==> src/rtl/core/shla_pkg.sv <==
// shla_pkg: shared types and constants for the sorted hole list allocator.
// Used by shla_hole_ram and sorted_hole_list_allocator. No dependencies.
`default_nettype none

package shla_pkg;

    localparam int HOLE_IDX_W = 4;
    localparam int HOLE_CNT_W = HOLE_IDX_W + 1;

    localparam logic [HOLE_CNT_W-1:0] MAX_HOLES    = 5'd16;
    localparam logic [15:0]           HEADER_BYTES = 16'd16;
    localparam logic [16:0]           HEAP_LIMIT   = 17'd65536;
    localparam logic [16:0]           HEAP_RESET   = 17'd65536;
    localparam logic [16:0]           FREE_MAX     = 17'h1FFFF;

    localparam logic OP_ALLOC = 1'b0;
    localparam logic OP_FREE  = 1'b1;

    localparam logic [1:0] ST_OK        = 2'd0;
    localparam logic [1:0] ST_TOO_LARGE = 2'd1;
    localparam logic [1:0] ST_OOM       = 2'd2;
    localparam logic [1:0] ST_FULL      = 2'd3;

    typedef struct packed {
        logic [15:0] start;
        logic [15:0] size;
    } hole_t;

    typedef struct packed {
        logic                  en;
        logic [HOLE_IDX_W-1:0] addr;
        hole_t                 data;
    } hole_wr_t;

endpackage

`default_nettype wire

==> src/rtl/core/shla_hole_ram.sv <==
// shla_hole_ram: hole table storage, one write port and one registered read port.
// Depends on shla_pkg.
`default_nettype none

module shla_hole_ram (
    input  wire                           aclk,
    input  wire shla_pkg::hole_wr_t       wr,
    input  wire [shla_pkg::HOLE_IDX_W-1:0] rd_addr,
    output shla_pkg::hole_t               rd_data
);
    import shla_pkg::*;

    localparam int DEPTH = 1 << HOLE_IDX_W;

    hole_t mem [DEPTH];
    hole_t rd_data_reg;

    always_ff @(posedge aclk) begin
        if (wr.en) begin
            mem[wr.addr] <= wr.data;
        end
        rd_data_reg <= mem[rd_addr];
    end

    assign rd_data = rd_data_reg;

endmodule

`default_nettype wire

==> src/rtl/core/sorted_hole_list_allocator.sv <==
// sorted_hole_list_allocator: best-fit heap allocator over 16-bit byte offsets.
// Depends on shla_pkg and shla_hole_ram.
//
// Usage:
//   Input channel s_*: one item is an allocate (s_opcode 0, s_req_size) or a
//   free (s_opcode 1, s_user_address, s_block_size). Result channel m_*: one
//   item per input, carrying granted address, status and free byte count.
//   cfg_wr_en / cfg_wr_data set heap_bytes; write only while the block is idle.
//   Holes live in a 16-entry table kept in size order. A small sequencer walks
//   it one entry per step through a single read port and one size comparator:
//   each visited entry takes a read step, then a compare or move step.
//   Too large / table full go straight to the result. Allocate searches
//   from index 0 for the first hole that fits, then moves later holes down
//   over it; with no fitting hole it bump allocates. Free moves larger holes
//   up from the end, then writes the new hole in the gap.
//   s_ready is high only while the sequencer is idle; one item at a time.
//   A stalled result holds in the output register; the sequencer waits in its
//   final state until the slot frees.
//   Reset: hole count 0, bump offset 0, free bytes 65536, heap_bytes 65536.
`default_nettype none

module sorted_hole_list_allocator (
    input  wire        aclk,
    input  wire        aresetn,
    input  wire        cfg_wr_en,
    input  wire [16:0] cfg_wr_data,
    input  wire        s_valid,
    output logic       s_ready,
    input  wire        s_opcode,
    input  wire [15:0] s_req_size,
    input  wire [15:0] s_user_address,
    input  wire [15:0] s_block_size,
    output logic       m_valid,
    input  wire        m_ready,
    output logic [15:0] m_granted_address,
    output logic [1:0]  m_status,
    output logic [16:0] m_free_bytes
);
    import shla_pkg::*;

    localparam logic [3:0] S_IDLE     = 4'd0;
    localparam logic [3:0] S_SRCH_RD  = 4'd1;
    localparam logic [3:0] S_SRCH_CMP = 4'd2;
    localparam logic [3:0] S_DEL_RD   = 4'd3;
    localparam logic [3:0] S_DEL_WR   = 4'd4;
    localparam logic [3:0] S_BUMP     = 4'd5;
    localparam logic [3:0] S_INS_RD   = 4'd6;
    localparam logic [3:0] S_INS_CMP  = 4'd7;
    localparam logic [3:0] S_INS_WR   = 4'd8;
    localparam logic [3:0] S_OUT      = 4'd9;

    logic [3:0]            state_reg, state_next;
    logic [HOLE_CNT_W-1:0] idx_reg, idx_next;
    logic [HOLE_CNT_W-1:0] count_reg, count_next;
    logic [16:0]           bump_reg, bump_next;
    logic [16:0]           free_reg, free_next;
    logic [16:0]           heap_reg;
    logic [15:0]           req_reg, req_next;
    logic [15:0]           uaddr_reg, uaddr_next;
    logic [15:0]           bsize_reg, bsize_next;
    logic [15:0]           res_addr_reg, res_addr_next;
    logic [1:0]            res_status_reg, res_status_next;
    logic                  m_valid_reg;
    logic [15:0]           m_addr_reg;
    logic [1:0]            m_status_reg;
    logic [16:0]           m_free_reg;

    logic [HOLE_CNT_W-1:0] idx_inc, idx_dec;
    hole_wr_t              wr;
    logic [HOLE_IDX_W-1:0] rd_addr;
    hole_t                 rd_data;

    logic [17:0] bump_addr, bump_end, give_sum;
    logic [16:0] limit;
    logic        bump_fail, out_free;
    logic [16:0] free_take, free_give;

    shla_hole_ram u_ram (
        .aclk    (aclk),
        .wr      (wr),
        .rd_addr (rd_addr),
        .rd_data (rd_data)
    );

    assign idx_inc   = idx_reg + 5'd1;
    assign idx_dec   = idx_reg - 5'd1;
    assign limit     = (heap_reg < HEAP_LIMIT) ? heap_reg : HEAP_LIMIT;
    assign bump_addr = {1'b0, bump_reg} + {2'b00, HEADER_BYTES};
    assign bump_end  = bump_addr + {2'b00, req_reg} + 18'd1;
    assign bump_fail = (bump_addr > 18'h0FFFF) || (bump_end > {1'b0, limit});
    assign free_take = ({1'b0, req_reg} > free_reg) ? 17'd0 : free_reg - {1'b0, req_reg};
    assign give_sum  = {1'b0, free_reg} + {2'b00, bsize_reg};
    assign free_give = (give_sum > {1'b0, FREE_MAX}) ? FREE_MAX : give_sum[16:0];
    assign out_free  = !m_valid_reg || m_ready;

    assign s_ready           = (state_reg == S_IDLE);
    assign m_valid           = m_valid_reg;
    assign m_granted_address = m_addr_reg;
    assign m_status          = m_status_reg;
    assign m_free_bytes      = m_free_reg;

    always_comb begin
        state_next      = state_reg;
        idx_next        = idx_reg;
        count_next      = count_reg;
        bump_next       = bump_reg;
        free_next       = free_reg;
        req_next        = req_reg;
        uaddr_next      = uaddr_reg;
        bsize_next      = bsize_reg;
        res_addr_next   = res_addr_reg;
        res_status_next = res_status_reg;
        wr              = '0;
        rd_addr         = idx_reg[HOLE_IDX_W-1:0];

        unique case (state_reg)
            S_IDLE: begin
                if (s_valid) begin
                    req_next        = s_req_size;
                    uaddr_next      = s_user_address;
                    bsize_next      = s_block_size;
                    res_addr_next   = 16'd0;
                    res_status_next = ST_OK;
                    idx_next        = '0;
                    if (s_opcode == OP_ALLOC) begin
                        if ({1'b0, s_req_size} > heap_reg) begin
                            res_status_next = ST_TOO_LARGE;
                            state_next      = S_OUT;
                        end else if (count_reg == '0) begin
                            state_next = S_BUMP;
                        end else begin
                            state_next = S_SRCH_RD;
                        end
                    end else begin
                        if (count_reg == MAX_HOLES) begin
                            res_status_next = ST_FULL;
                            state_next      = S_OUT;
                        end else begin
                            idx_next   = count_reg;
                            state_next = S_INS_RD;
                        end
                    end
                end
            end
            S_SRCH_RD: begin
                rd_addr    = idx_reg[HOLE_IDX_W-1:0];
                state_next = S_SRCH_CMP;
            end
            S_SRCH_CMP: begin
                if (rd_data.size > req_reg) begin
                    res_addr_next = rd_data.start + HEADER_BYTES;
                    state_next    = S_DEL_RD;
                end else if (idx_inc < count_reg) begin
                    idx_next   = idx_inc;
                    state_next = S_SRCH_RD;
                end else begin
                    state_next = S_BUMP;
                end
            end
            S_DEL_RD: begin
                rd_addr = idx_inc[HOLE_IDX_W-1:0];
                if (idx_inc < count_reg) begin
                    state_next = S_DEL_WR;
                end else begin
                    count_next = count_reg - 5'd1;
                    free_next  = free_take;
                    state_next = S_OUT;
                end
            end
            S_DEL_WR: begin
                wr.en      = 1'b1;
                wr.addr    = idx_reg[HOLE_IDX_W-1:0];
                wr.data    = rd_data;
                idx_next   = idx_inc;
                state_next = S_DEL_RD;
            end
            S_BUMP: begin
                if (bump_fail) begin
                    res_status_next = ST_OOM;
                    res_addr_next   = 16'd0;
                end else begin
                    bump_next     = bump_end[16:0];
                    free_next     = free_take;
                    res_addr_next = bump_addr[15:0];
                end
                state_next = S_OUT;
            end
            S_INS_RD: begin
                rd_addr = idx_dec[HOLE_IDX_W-1:0];
                if (idx_reg == '0) begin
                    state_next = S_INS_WR;
                end else begin
                    state_next = S_INS_CMP;
                end
            end
            S_INS_CMP: begin
                if (rd_data.size > bsize_reg) begin
                    wr.en      = 1'b1;
                    wr.addr    = idx_reg[HOLE_IDX_W-1:0];
                    wr.data    = rd_data;
                    idx_next   = idx_dec;
                    state_next = S_INS_RD;
                end else begin
                    state_next = S_INS_WR;
                end
            end
            S_INS_WR: begin
                wr.en         = 1'b1;
                wr.addr       = idx_reg[HOLE_IDX_W-1:0];
                wr.data.start = uaddr_reg - HEADER_BYTES;
                wr.data.size  = bsize_reg;
                count_next    = count_reg + 5'd1;
                free_next     = free_give;
                state_next    = S_OUT;
            end
            S_OUT: begin
                if (out_free) begin
                    state_next = S_IDLE;
                end
            end
            default: begin
                state_next = S_IDLE;
            end
        endcase
    end

    always_ff @(posedge aclk) begin
        if (!aresetn) begin
            state_reg   <= S_IDLE;
            idx_reg     <= '0;
            count_reg   <= '0;
            bump_reg    <= '0;
            free_reg    <= HEAP_RESET;
            heap_reg    <= HEAP_RESET;
            m_valid_reg <= 1'b0;
        end else begin
            state_reg <= state_next;
            idx_reg   <= idx_next;
            count_reg <= count_next;
            bump_reg  <= bump_next;
            free_reg  <= free_next;
            if (cfg_wr_en) begin
                heap_reg <= cfg_wr_data;
            end
            if (state_reg == S_OUT && out_free) begin
                m_valid_reg <= 1'b1;
            end else if (m_ready) begin
                m_valid_reg <= 1'b0;
            end
        end
    end

    always_ff @(posedge aclk) begin
        req_reg        <= req_next;
        uaddr_reg      <= uaddr_next;
        bsize_reg      <= bsize_next;
        res_addr_reg   <= res_addr_next;
        res_status_reg <= res_status_next;
        if (state_reg == S_OUT && out_free) begin
            m_addr_reg   <= res_addr_reg;
            m_status_reg <= res_status_reg;
            m_free_reg   <= free_reg;
        end
    end

endmodule

`default_nettype wire
==> config.mk <==
export PLATFORM = sky130hd
export DESIGN_NAME = sorted_hole_list_allocator
export DESIGN_NICKNAME = d
export VERILOG_FILES = /design/src/rtl/core/shla_pkg.sv /design/src/rtl/core/shla_hole_ram.sv /design/src/rtl/core/sorted_hole_list_allocator.sv
export SDC_FILE = /design/constraint.sdc
export NUM_CORES = 1
export LEC_CHECK = 0
export BUFFER_PORTS_ARGS = -buffer_cell sky130_fd_sc_hd__buf_2
export CORE_UTILIZATION = 27
export CTS_CLUSTER_DIAMETER = 100
export DETAILED_ROUTE_END_ITERATION = 8
export GPL_TIMING_DRIVEN = 0
export HOLD_SLACK_MARGIN = 0.12
export PLACE_DENSITY = 0.51
export REMOVE_ABC_BUFFERS = 1
export SYNTH_ARGS = -nofsm -noshare
export SYNTH_HDL_FRONTEND = slang
export SYNTH_SLANG_ARGS = --single-unit
==> constraint.sdc <==
create_clock -name aclk -period 10.5 [get_ports aclk]
set_clock_uncertainty 0.2 [all_clocks]
set_input_delay 2.1 -clock aclk [delete_from_list [all_inputs] [get_ports aclk]]
set_output_delay 2.1 -clock aclk [all_outputs]
set_load 0.05 [all_outputs]
Yosys cells after proc, flatten, opt, wreduce, memory -nomap -nowiden. Memories as Yosys holds them, arrays and structs flattened. A register that Yosys moved wholly into a read port is not among the register bits. Cells that the tools add are included.

Memories: 1. Logic and storage cells: 122. Flip-flop bits (word level): 167. Output and inout bits: 37. Memory bits (read-only): 0. Bits in latches: 0. Memory bits (writable): 512.

Divide/modulo/power cells: 0. Bitwise operators: 1. Magnitude comparators: 9. Reduce and logical (&&, ||, !) cells: 22. Shifts and indexed selects: 0. Add/subtract/negate cells: 11. Multipliers: 0. Equal/unequal tests: 19. Muxes and demuxes: 44.

Memories: u_ram.mem (words 16, bits a word 32, rd ports 1, clocked after memory_dff 1, write ports 1, line shla_hole_ram.sv:15) `hole_t mem [DEPTH];`.

Operators with widths (number): $pmux W37 S3 (1); $mux W17 (5); $pmux W17 S3 (1); $mux W16 (3); $pmux W16 S3 (1); $mux W37 (1); $pmux W4 S9 (1); $mux W5 (7); $gt A16 B17 Y1 (2); $gt A16 B16 Y1 (2); $mux W4 (8); $pmux W5 S4 (1); $add A17 B16 Y18 (1); $add A17 B5 Y18 const B (1); $add A18 B1 Y18 const B (1); $add A18 B16 Y18 (1); $gt A18 B16 Y1 const B (1); $gt A18 B17 Y1 (1); $gt A18 B17 Y1 const B (1); $ne A2 B2 Y1 const B (9); $lt A17 B17 Y1 const B (1); $sub A17 B16 Y17 (1); $add A16 B5 Y16 const B (1); $eq A4 B3 Y1 const B (4); 27 further kinds (50).

Longest topological paths before layout.
Depth in word-level cells: 7. Gate-level depth with buffers: 22. Mapped depth without buffers: 21.

Modules after synthesis. A second synthesis with hierarchy kept.

Cell total of the unflattened synthesis: 2082. Area total of the unflattened synthesis: 31376.3 um^2.

By module, submodules not included: shla_hole_ram (cells each 838, times used 1, sequential area each 16015.4 um^2, area an instance 19835.3 um^2); sorted_hole_list_allocator (cells each 1244, times used 1, sequential area each 4354.2 um^2, area an instance 11541.1 um^2).

Worst setup path after synthesis. OpenSTA, ideal clock, no wires.

Path type: flip-flop to flip-flop. Start: register bsize_reg[1]. End: memory u_ram.mem[4][0] (netlist name), enable pin. Data required time: 9.705 ns. Period minus slack after synthesis: 7.654 ns. Data arrival time: 6.859 ns. Path buffers: 1. Cell stages (with the launch flop): 12. Path slack: 2.846 ns. Path through: edfxtp_1 -> inv_1 -> ha_1 -> nand4_1 -> nor2_1 -> a21oi_1 -> a311o_1 -> a311oi_1 -> o21a_1 -> buf_2 -> nor2_1 -> a2111oi_0.

Word-level cells in the longest chain between the ends: 5.

Ends and longest elaborated chain: from (decl) (line sorted_hole_list_allocator.sv:60) `logic [15:0] bsize_reg, bsize_next;`; from (signal assigned) (line sorted_hole_list_allocator.sv:256) `bsize_reg <= bsize_next;`; $gt A16 B16 Y1 * (line sorted_hole_list_allocator.sv:197) `if (rd_data.size > bsize_reg) begin`; $mux W37 * (line sorted_hole_list_allocator.sv:197); $pmux W37 S3 * (line sorted_hole_list_allocator.sv:116) `unique case (state_reg)`; $mux W1 (line shla_hole_ram.sv:19) `if (wr.en) begin`; $mux W1 (not written as such) (line shla_hole_ram.sv:20) `mem[wr.addr] <= wr.data;`; to (decl) (line shla_hole_ram.sv:15).

Mark *: on every way between the ends. The rest lies on a longest branch, timed or not.

Final worst setup path.
Start: register bump_reg[4]. End: register free_reg[15].

Word-level cells in the longest chain between the ends: 7. Elaborated cells on any way between the ends: 8. Those cells by class: add/sub (3); order compare (2); eq/ne (1); reduce/logical (2).

Ends and longest elaborated chain: from (decl) (line sorted_hole_list_allocator.sv:55) `logic [16:0] bump_reg, bump_next;`; from (signal assigned) (line sorted_hole_list_allocator.sv:240) `bump_reg <= bump_next;`; $add A17 B5 Y18 (line sorted_hole_list_allocator.sv:88) `assign bump_addr = {1'b0, bump_reg} + {2'b00, HEADER_BYTES};`; $add A18 B16 Y18 (line sorted_hole_list_allocator.sv:89) `assign bump_end = bump_addr + {2'b00, req_reg} + 18'd1;`; $add A18 B1 Y18 (line sorted_hole_list_allocator.sv:89); via bump_end[13] (line sorted_hole_list_allocator.sv:73) `logic [17:0] bump_addr, bump_end, give_sum;`; $gt A18 B17 Y1 (line sorted_hole_list_allocator.sv:90) `assign bump_fail = (bump_addr > 18'h0FFFF) || (bump_end > {1'b0, limit});`; $logic_or A1 B1 Y1 (line sorted_hole_list_allocator.sv:90); $ne A2 B2 Y1 (no line); $reduce_and A3 Y1 (no line); to (signal assigned) (line sorted_hole_list_allocator.sv:241) `free_reg <= free_next;`; to (decl) (line sorted_hole_list_allocator.sv:56) `logic [16:0] free_reg, free_next;`.

The timed path passes the listed nets, and every way through them passes these cells. A chain may end at the register's enable or synchronous reset.

==> results_dict.tcl <==
set metrics [dict create \
    status "complete, no violations" \
    drv_cap 0 \
    drt_pass1_iterations 5 \
    routabilityCongestion 0.837 \
    critical-path-top-delay-family "compound AO/OA/AOI/OAI gates" \
    yosysTopAreaCellShare_pct 57.2 \
    crit_path_end_kind "flip-flop" \
    path_buf_inv 0 \
    start_util_pct 27.2 \
    hold_violations 0 \
    cts_tree "yes" \
    power_density_mw_per_mm2 263 \
    layout.cells.non_filler 3894 \
    yosysUniqueCellTypes 90 \
    syn-cell-area_mm2 0.0322 \
    relSlewSlack_pct 17.0 \
    tightest_slew_ns 1.24 \
    die_area_mm2 0.121 \
    synth_edf_count 613 \
    clkLatencyLatePin_ns 0.61 \
    yosys-top-cells-count "edfxtp_1, nand2_1, ha_1" \
    synth_top_area_cell "edfxtp_1" \
    drive_gt1_share_pct 19.2 \
    ys.flop_type "edfxtp_1" \
    timing.rr.end "free_reg[15]$_SDFFE_PN0P_" \
    cp_data_arrival_time_ns 6.35 \
    min_period_ns 6.02 \
    ys_ff_latch 711 \
    cts_hold_buf 0 \
    path_max_fanout 34 \
    ir_worst_vdd_mv 0.110 \
    vias_per_cell 4.84 \
    grt_pass1_wl_um 126000 \
    ys_warn_count 0 \
    synth_cells 2071 \
    die_w_um 347 \
    cts_buffers 75 \
    antenna_left 0 \
    clock_path_buffers 3 \
    cpPeakStageDelay_ns 0.98 \
    io_buffer_count 107 \
    post-cts-setup-buffers 0 \
    io_pins 108 \
    place_inst 3751 \
    worst_hold_slack_ns 0.227 \
    start_kind "flip-flop" \
    drcViolationCount 0 \
    fmax_mhz 166 \
    hpwl_um 61100 \
    reg2regPathDepth 17 \
    ctsHtreeMaxLevel 3 \
    synthTopCellsByArea "edfxtp_1, dfxtp_1, ha_1" \
    cp.depth 17 \
    diodes 0 \
    async_flop_share_pct 0 \
    placementRows 126 \
    yosysMostFrequentCell "edfxtp_1" \
    fin_crit_sh_pct 57.3 \
    min_from "res_status_reg[1]$_SDFFCE_PP1P_" \
    power.leakage_nw 13.2 \
    largest_reg_flops 512 \
    worstPathRequired_ns 10.83 \
    grt_pass1_vias 19221 \
    gr-total-overflow 0 \
    slowest_stage "a211oi_4" \
    rsz0062_at_grt "false" \
    die_y_um 347 \
    cts_resized 0 \
    crit_type "flip-flop to flip-flop" \
    area.growth.synth_to_final_pct 18.1 \
    rrSetupSlack_ns 4.48 \
    core_area_mm2 0.118 \
    cts.clk_slew.worst_paths_ns 0.06 \
    slew_viol_final 0 \
    drt_wl_total_um 85000 \
    yosysSeqAreaShare_pct 63.3 \
    syn_area_per_cell_um2 15.5 \
    grt_antenna_before_repair 3 \
    hp-class "flip-flop to flip-flop" \
    num_vias 18828 \
    track_usage_pct 13.9 \
    root_buffer "clkbuf_16" \
    r2r_start "bump_reg[4]$_SDFFE_PN0P_" \
    clock-sinks 711 \
    whs_path_depth 0 \
    grt_max_degree 46 \
    nets 2501 \
    drtIter0Drc 1302 \
    hold_path_end "m_status[1]$_DFFE_PP_" \
    wl_per_cell_um 21.8 \
    crit_top_cell "ha_1" \
    setup_viol 0 \
    crit_chain "ha_1 > xor2_1 > ha_1 > a2111oi_2 > a211oi_1 > o2111a_1 > o31a_1 > or3_1 > and2_1 > ha_1 > nand2_1 > nor4_1 > o2bb2ai_1 > a311oi_1 > a211oi_4 > o2111ai_1 > a31oi_1" \
]
## routing by layer
metal / GRT usage, % / part of all wire [%] / wire [um] / vias up
met1: 18.6 / 45 / 38300 / 9710
met5: 0 / 0 / 0 / -
met4: 3.31 / 1.7 / 1420 / 0
met3: 1.77 / 3.9 / 3350 / 95
met2: 23.7 / 49 / 41900 / 419
li1: - / - / - / 8604
## through the flow
step           TNS [ns]  area, um2  util, %  setup slack, ns  total power, W
2_1_floorplan         0      31500        -             1.98         0.00643
3_3_place_gp   -1150.69      34000     28.8            -7.93         0.00762
3_5_place_dp          0      35600     30.1             4.55         0.00748
4_1_cts               0      38000     32.2             4.51          0.0101
5_1_grt               0      38000     32.2             4.02          0.0105
6_report              0      38000     32.2             4.48          0.0100
## layout make-up
cell class | instances | area (um2)
inverters | 77 | 289
clock buffers | 101 | 2070
fillers | 11396 | 80100
well taps | 1536 | 1920
clock inverters | 39 | 319
multi-input cells | 1200 | 11000
repair buffers | 230 | 2040
flip-flops and latches | 711 | 20400
## where the power goes
part | switching (W) | internal, W | leakage [nW]
Combinational | 0.00192 | 0.00153 | 5.57
Sequential | 0.000334 | 0.00364 | 6.50
Clock | 0.00110 | 0.00149 | 1.17
## cell families (layout without fill, tap and decap cells)
group,Yosys count,count (layout),share of synthesized area [%]
flops,711,711,63.3
xor+xnor,77,77,2.15
buf+inv,160,447,2.96
compound gates,358,358,7.13
fa+ha+maj,135,135,5.34
mux,245,245,13.3
simple gates,385,385,5.81
## worst register-to-register path: cells and delay by family (launching register included)
family / cells / cell delay (ns)
flops: 1 / 0.47
fa+ha+maj: 3 / 0.97
compound gates: 9 / 2.96
xor+xnor: 1 / 0.32
simple gates: 4 / 1.01
## worst max path at each step
| stage | start | endpoint |
|---|---|---|
| floorplan | state_reg[0]$_SDFFE_PN0P_ | u_ram.rd_data[0]$_DFF_P_ |
| CTS | bump_reg[4]$_SDFFE_PN0P_ | free_reg[15]$_SDFFE_PN0P_ |
| global route | bump_reg[4]$_SDFFE_PN0P_ | free_reg[15]$_SDFFE_PN0P_ |
| finish | bump_reg[4]$_SDFFE_PN0P_ | free_reg[15]$_SDFFE_PN0P_ |
| global placement | bsize_reg[11]$_DFFE_PP_ | u_ram.mem[4][23]$_DFFE_PP_ |
| detailed placement | bump_reg[4]$_SDFFE_PN0P_ | free_reg[15]$_SDFFE_PN0P_ |
## cell usage in the layout (no fill, tap or decap), drive strengths merged, types with 16 or more instances in the layout
master / Yosys / layout
edfxtp: 613 / 613
buf: 46 / 230
nand2: 145 / 145
ha: 131 / 131
mux4: 128 / 128
mux2i: 117 / 117
o21ai: 108 / 108
clkbuf: 37 / 101
dfxtp: 98 / 98
nor2: 88 / 88
a21oi: 85 / 85
inv: 76 / 80
xnor2: 50 / 50
clkinv: 1 / 30
xor2: 27 / 27
nor3: 26 / 26
a21o: 25 / 25
nand3: 23 / 23
o21a: 23 / 23
a31oi: 19 / 19
a211oi: 18 / 18
nor2b: 17 / 17
nand4: 17 / 17
nor4: 16 / 16
No activity file was read; power rests on OpenSTA's default activity.
